File: config.mk
export PLATFORM = sky130hd
export DESIGN_NAME = lzs_ctrl
export DESIGN_NICKNAME = d
export VERILOG_FILES = /design/src/rtl/lzs_pkg.sv /design/src/rtl/lzs_ctrl.sv
export SDC_FILE = /design/constraint.sdc
export NUM_CORES = 1
export LEC_CHECK = 0
export ABC_AREA = 1
export BUFFER_PORTS_ARGS = -buffer_cell sky130_fd_sc_hd__buf_2
export CAP_MARGIN = 30
export CORE_AREA = 2 2 39 41
export CTS_BUF_LIST = sky130_fd_sc_hd__clkbuf_16
export DETAILED_ROUTE_END_ITERATION = 7
export DIE_AREA = 0 0 41 43
export PLACE_DENSITY_LB_ADDON = 0.25
export SETUP_SLACK_MARGIN = 0.5
export SYNTH_ARGS = -nofsm -noshare
export SYNTH_HDL_FRONTEND = slang
export SYNTH_SLANG_ARGS = --single-unit
export TNS_END_PERCENT = 20
File: constraint.sdc
create_clock -name clk -period 1.3 [get_ports clk]
set_clock_uncertainty 0.15 [all_clocks]
set_input_delay 0.195 -clock clk [delete_from_list [all_inputs] [get_ports clk]]
set_output_delay 0.195 -clock clk [all_outputs]
set_load 0.1 [all_outputs]
File: src/rtl/lzs_pkg.sv
// Shared types and constants for the layer z-order stack.
package lzs_pkg;

  localparam int SLOT_W = 8;
  localparam int HGT_W  = 9;

  localparam logic signed [HGT_W-1:0] HGT_NONE = -9'sd1;

  typedef enum logic [1:0] {
    KIND_ALLOC = 2'd0,
    KIND_SET   = 2'd1,
    KIND_FREE  = 2'd2,
    KIND_PEEK  = 2'd3
  } kind_t;

  typedef enum logic [1:0] {
    ST_OK     = 2'd0,
    ST_FULL   = 2'd1,
    ST_UNUSED = 2'd2,
    ST_RSVD   = 2'd3
  } status_t;

  typedef enum logic [2:0] {
    S_IDLE,
    S_READ,
    S_SCAN,
    S_PLAN,
    S_SHIFT,
    S_LAST,
    S_COMMIT,
    S_RESP
  } state_t;

  typedef struct packed {
    logic load;
    logic scan;
    logic plan;
    logic shift;
    logic commit;
    logic respond;
  } cmd_t;

  typedef struct packed {
    logic alloc;
    logic scan_hit;
    logic scan_end;
    logic need_shift;
    logic need_commit;
    logic shift_last;
  } sts_t;

endpackage

File: src/rtl/lzs_ctrl.sv
// Sequencer for the layer z-order stack: alloc scans; others plan, shift and commit as needed.
module lzs_ctrl (
  input  logic          clk,
  input  logic          rst,
  input  logic          in_valid,
  input  logic          out_free,
  input  lzs_pkg::sts_t sts,
  output logic          in_ready,
  output lzs_pkg::cmd_t cmd
);
  import lzs_pkg::*;

  state_t state;
  state_t state_next;

  always_ff @(posedge clk) begin
    if (rst) begin
      state <= S_IDLE;
    end else begin
      state <= state_next;
    end
  end

  always_comb begin
    state_next = state;
    cmd        = '0;
    in_ready   = 1'b0;
    unique case (state)
      S_IDLE: begin
        in_ready = 1'b1;
        cmd.load = in_valid;
        if (in_valid) begin
          state_next = S_READ;
        end
      end
      S_READ: begin
        state_next = sts.alloc ? S_SCAN : S_PLAN;
      end
      S_SCAN: begin
        cmd.scan = 1'b1;
        if (sts.scan_hit || sts.scan_end) begin
          state_next = S_RESP;
        end
      end
      S_PLAN: begin
        cmd.plan = 1'b1;
        priority if (sts.need_shift) begin
          state_next = S_SHIFT;
        end else if (sts.need_commit) begin
          state_next = S_COMMIT;
        end else begin
          state_next = S_RESP;
        end
      end
      S_SHIFT: begin
        cmd.shift = 1'b1;
        if (sts.shift_last) begin
          state_next = S_LAST;
        end
      end
      S_LAST: begin
        state_next = S_COMMIT;
      end
      S_COMMIT: begin
        cmd.commit = 1'b1;
        state_next = S_RESP;
      end
      S_RESP: begin
        cmd.respond = out_free;
        if (out_free) begin
          state_next = S_IDLE;
        end
      end
      default: begin
        state_next = S_IDLE;
      end
    endcase
  end

endmodule

# Word level (Yosys, flattened, before mapping)
# Cells that the tools add are included.
totals:
  in_bits: 10
  reg_bits: 3
classes:
  n_mux: 15
  n_eq_ne: 11
  n_reduce_logical: 3
op_table:
  columns: ["cell", "count"]
  rows:
  - ["case mux 3 bit (8 select lines)", 1]
  - ["two-way mux 3 bit", 5]
  - ["equality test 3 bit (second input constant)", 4]
  - ["two-way mux 1 bit", 9]
  - ["!= test 2 bit (second input constant)", 4]
  - ["equality test 3 x 2 -> 1 bit (second input constant)", 2]
  - ["AND reduction 4 bit", 1]
  - ["equality test 3 x 1 -> 1 bit (second input constant)", 1]
  - ["logical NOT 3 bit", 1]
  - ["logical OR 1 bit", 1]

# Logic depth before layout (Yosys ltp)
depth:
  ltp_word: 3
  ltp_mapped: 8

# Worst setup path after synthesis
# No wires, ideal clock.
synth_timing:
  path_kind: "flip-flop to output port"
  start: "register state[2]"
  end: "output cmd[5] (netlist bit)"
  t_arrival_ns: 2.565
  n_path_buf: 0
  slack_ns: -1.610
  path_stages_with_launch: 4
  required_ns: 0.955
  cell_sequence: "dfxtp_1 > inv_2 > nand2_1 > nor3_1"
synth_rtl:
  columns: ["element", "line", "source"]
  rows:
  - ["from (decl)", "lzs_ctrl.sv:13", "state_t state;"]
  - ["from (signal assigned)", "lzs_ctrl.sv:20", "state <= state_next;"]
  - ["to (decl)", "lzs_ctrl.sv:9", "output lzs_pkg::cmd_t cmd"]

==> results.toml <==
[status]
status = "finished, violations left"
violations = "setup timing"

[yosys]
ys_warn_count = 0
ys_types = 18
synth_top_family_by_area = "simple AND/OR/NAND/NOR gates"
ys_seq_area_share_pct = 20.4
synth.mux.area_fraction_pct = 0
yosysTopAreaCellShare_pct = 20.4
synth_ff_type = "dfxtp_1"
synthXorXnorAreaFrac_pct = 0
synth_area_per_cell_um2 = 6.13
synth-async-reset-ratio_pct = 0
synth_fa_ha_area_share_pct = 0
yosys.area_share.simple_pct = 53.2
synth_fp_nets = 58
synth.most_common_cell = "nor2_1"
synth_compound_area_share_pct = 11.1
synth-edff-count = 0
synth_cells = 48
ys_top_cells_by_count = "nor2_1, nand2_1, inv_1"
synth.largest_area_cell = "dfxtp_1"
synth_area_um2 = 294
synth.area.top_cells = "dfxtp_1, nor2_1, nand2_1"
yosys_register_bits = 3

[route]
first_pass_iters = 2
vias = 371
drcViolationCount = 0
routed_wl_um = 814
drt-vias-per-instance = 4.17
wire_per_inst_um = 9.15
drt_iter0_markers = 1
ant_nets = 0

[sta]
max_freq_mhz = 672
max-slew-margin-rel_pct = 81.6
setup_viol = 7
setup_slack_ns = -0.189
fin_crit_sh_pct = 115
drv_slew = 0
tightest_slew_ns = 0.275
finalSetupTns_ns = -1.01
hold_viol_final = 0
fin_crit_ns = 1.49
hold_ws_ns = 0.0607
rsz0062_at_grt = "yes"

[setup_path]
path_common_cell = "buf_12"
critPathTopFamily = "flip-flops"
reg2reg_depth = 7
path_max_fanout = 6
cp_cell_sequence = "buf_12 -> nor3_4 -> buf_12"
cp-start-kind = "register"
critPathMaxStageDelay_ns = 0.37
cp.buffers_inverters = 2
cp.required_ns = 0.95
worst-setup-path-type = "register to primary output"
arrival_ns = 1.14
cpMaxStageDelayCell = "dfxtp_4"
end_kind = "primary output"
cp.depth = 3

[floorplanning]
fp.dieH_um = 43
start_util_pct = 21.2
dieArea_um2 = 1760
rows = 14
num_io_pins = 17
die_w_um = 41
core-area_um2 = 1380

[final_layout]
top_regs = "state: 3 flops"
largest_reg_flops = 3
drive_gt1_share_pct = 67.1
fillers = 127
n_antenna_cell = 0
nNetsFinal = 84
syn2layout_area_growth_pct = 151
fin_util_pct = 53.3
regMostFlops = "state"

[cts]
cts_tree = "done"
clkLatencyLatePin_ns = 0.23
cts.hold.buffers_added = 0
cts_made_buffers = 3
clkSlewWorstSetupHoldPaths_ns = 0.03
cts_root_buf = "clkbuf_16"
cts_num_sinks = 3
htree_levels = 1
ctsLongestPathBuffers = 2

[global_route]
overflow = 0
grt_pass1_vias = 365
grt_pass1_wl_um = 1420
grt_max_degree = 7
track_usage_pct = 12.6
antenna_found_initial = 0

[placement]
place_ws_ns = -0.0315
io_buffer_count = 16
dp_hpwl_um = 647
gp_congestion = 0.753

[min_path]
hp-class = "input port to register"
min_delay_path_depth = 4

[flow_run]
maxCapViolCount = 0
==> layout make-up <==
type,count,area (µm²),share of cell area (%)
multi-input combinational,35,278,37.7
timing repair buffer,22,243,32.9
clock buffer,3,75.1,10.2
sequential,3,71.3,9.68
inverter,9,46.3,6.28
tap,16,20.0,2.72
clock inverter,1,3.75,0.509
==> per-stage QoR <==
step / instance area (µm²) / cells
after floorplan: 394 / 48
after CTS: 737 / 89
after detailed placement: 623 / 82
after global routing: 737 / 89
final: 737 / 89
after global placement: 623 / 82
==> layout by cell type, fill, tap and decap left out, types with 2 or more instances in the layout <==
master     count
buf_2          9
o21bai_1       2
nor2_1         5
nor3_4         2
nand2_1        5
nand2_2        2
inv_1          6
nor2_4         7
clkbuf_16      3
buf_4          5
dfxtp_4        3
buf_12         8
inv_2          2
nor2_2         2
nand3_1        2
==> kinds of logic after synthesis <==
group	after synthesis
simple gates	30
compound gates	5
buf+inv	10
flops	3
==> worst reg2reg max path: cells and delay by family, from the launching register on <==
family | cells | cell delay, ns
buf+inv | 2 | 0.20
simple gates | 5 | 0.47
flops | 1 | 0.37
==> layer usage <==
layer	wire length [µm]	share of wire (%)	GRT usage (%)
met1	278	34	12.2
met2	473	58	20.6
met3	44	5.4	4.71
met4	19	2.3	8.00
met5	0	0	0
==> worst paths after layout <==
check            from  endpoint  slack, ns
max          state[0]    cmd[5]      -0.19
max reg2reg  state[2]  state[0]          0
min reg2reg  state[1]  state[1]       0.41
min               rst  state[2]       0.06
==> timing repair <==
action                                  4_1_cts  5_1_grt
pin swaps                                     3        2
endpoints found under the setup margin       10       10
hold endpoints to repair                      0        0
buffers inserted                              3        0
gates resized for setup                       5        0
Power is not shown: default switching activity piles up to over one toggle a cycle in this logic, so the estimate is an artifact.
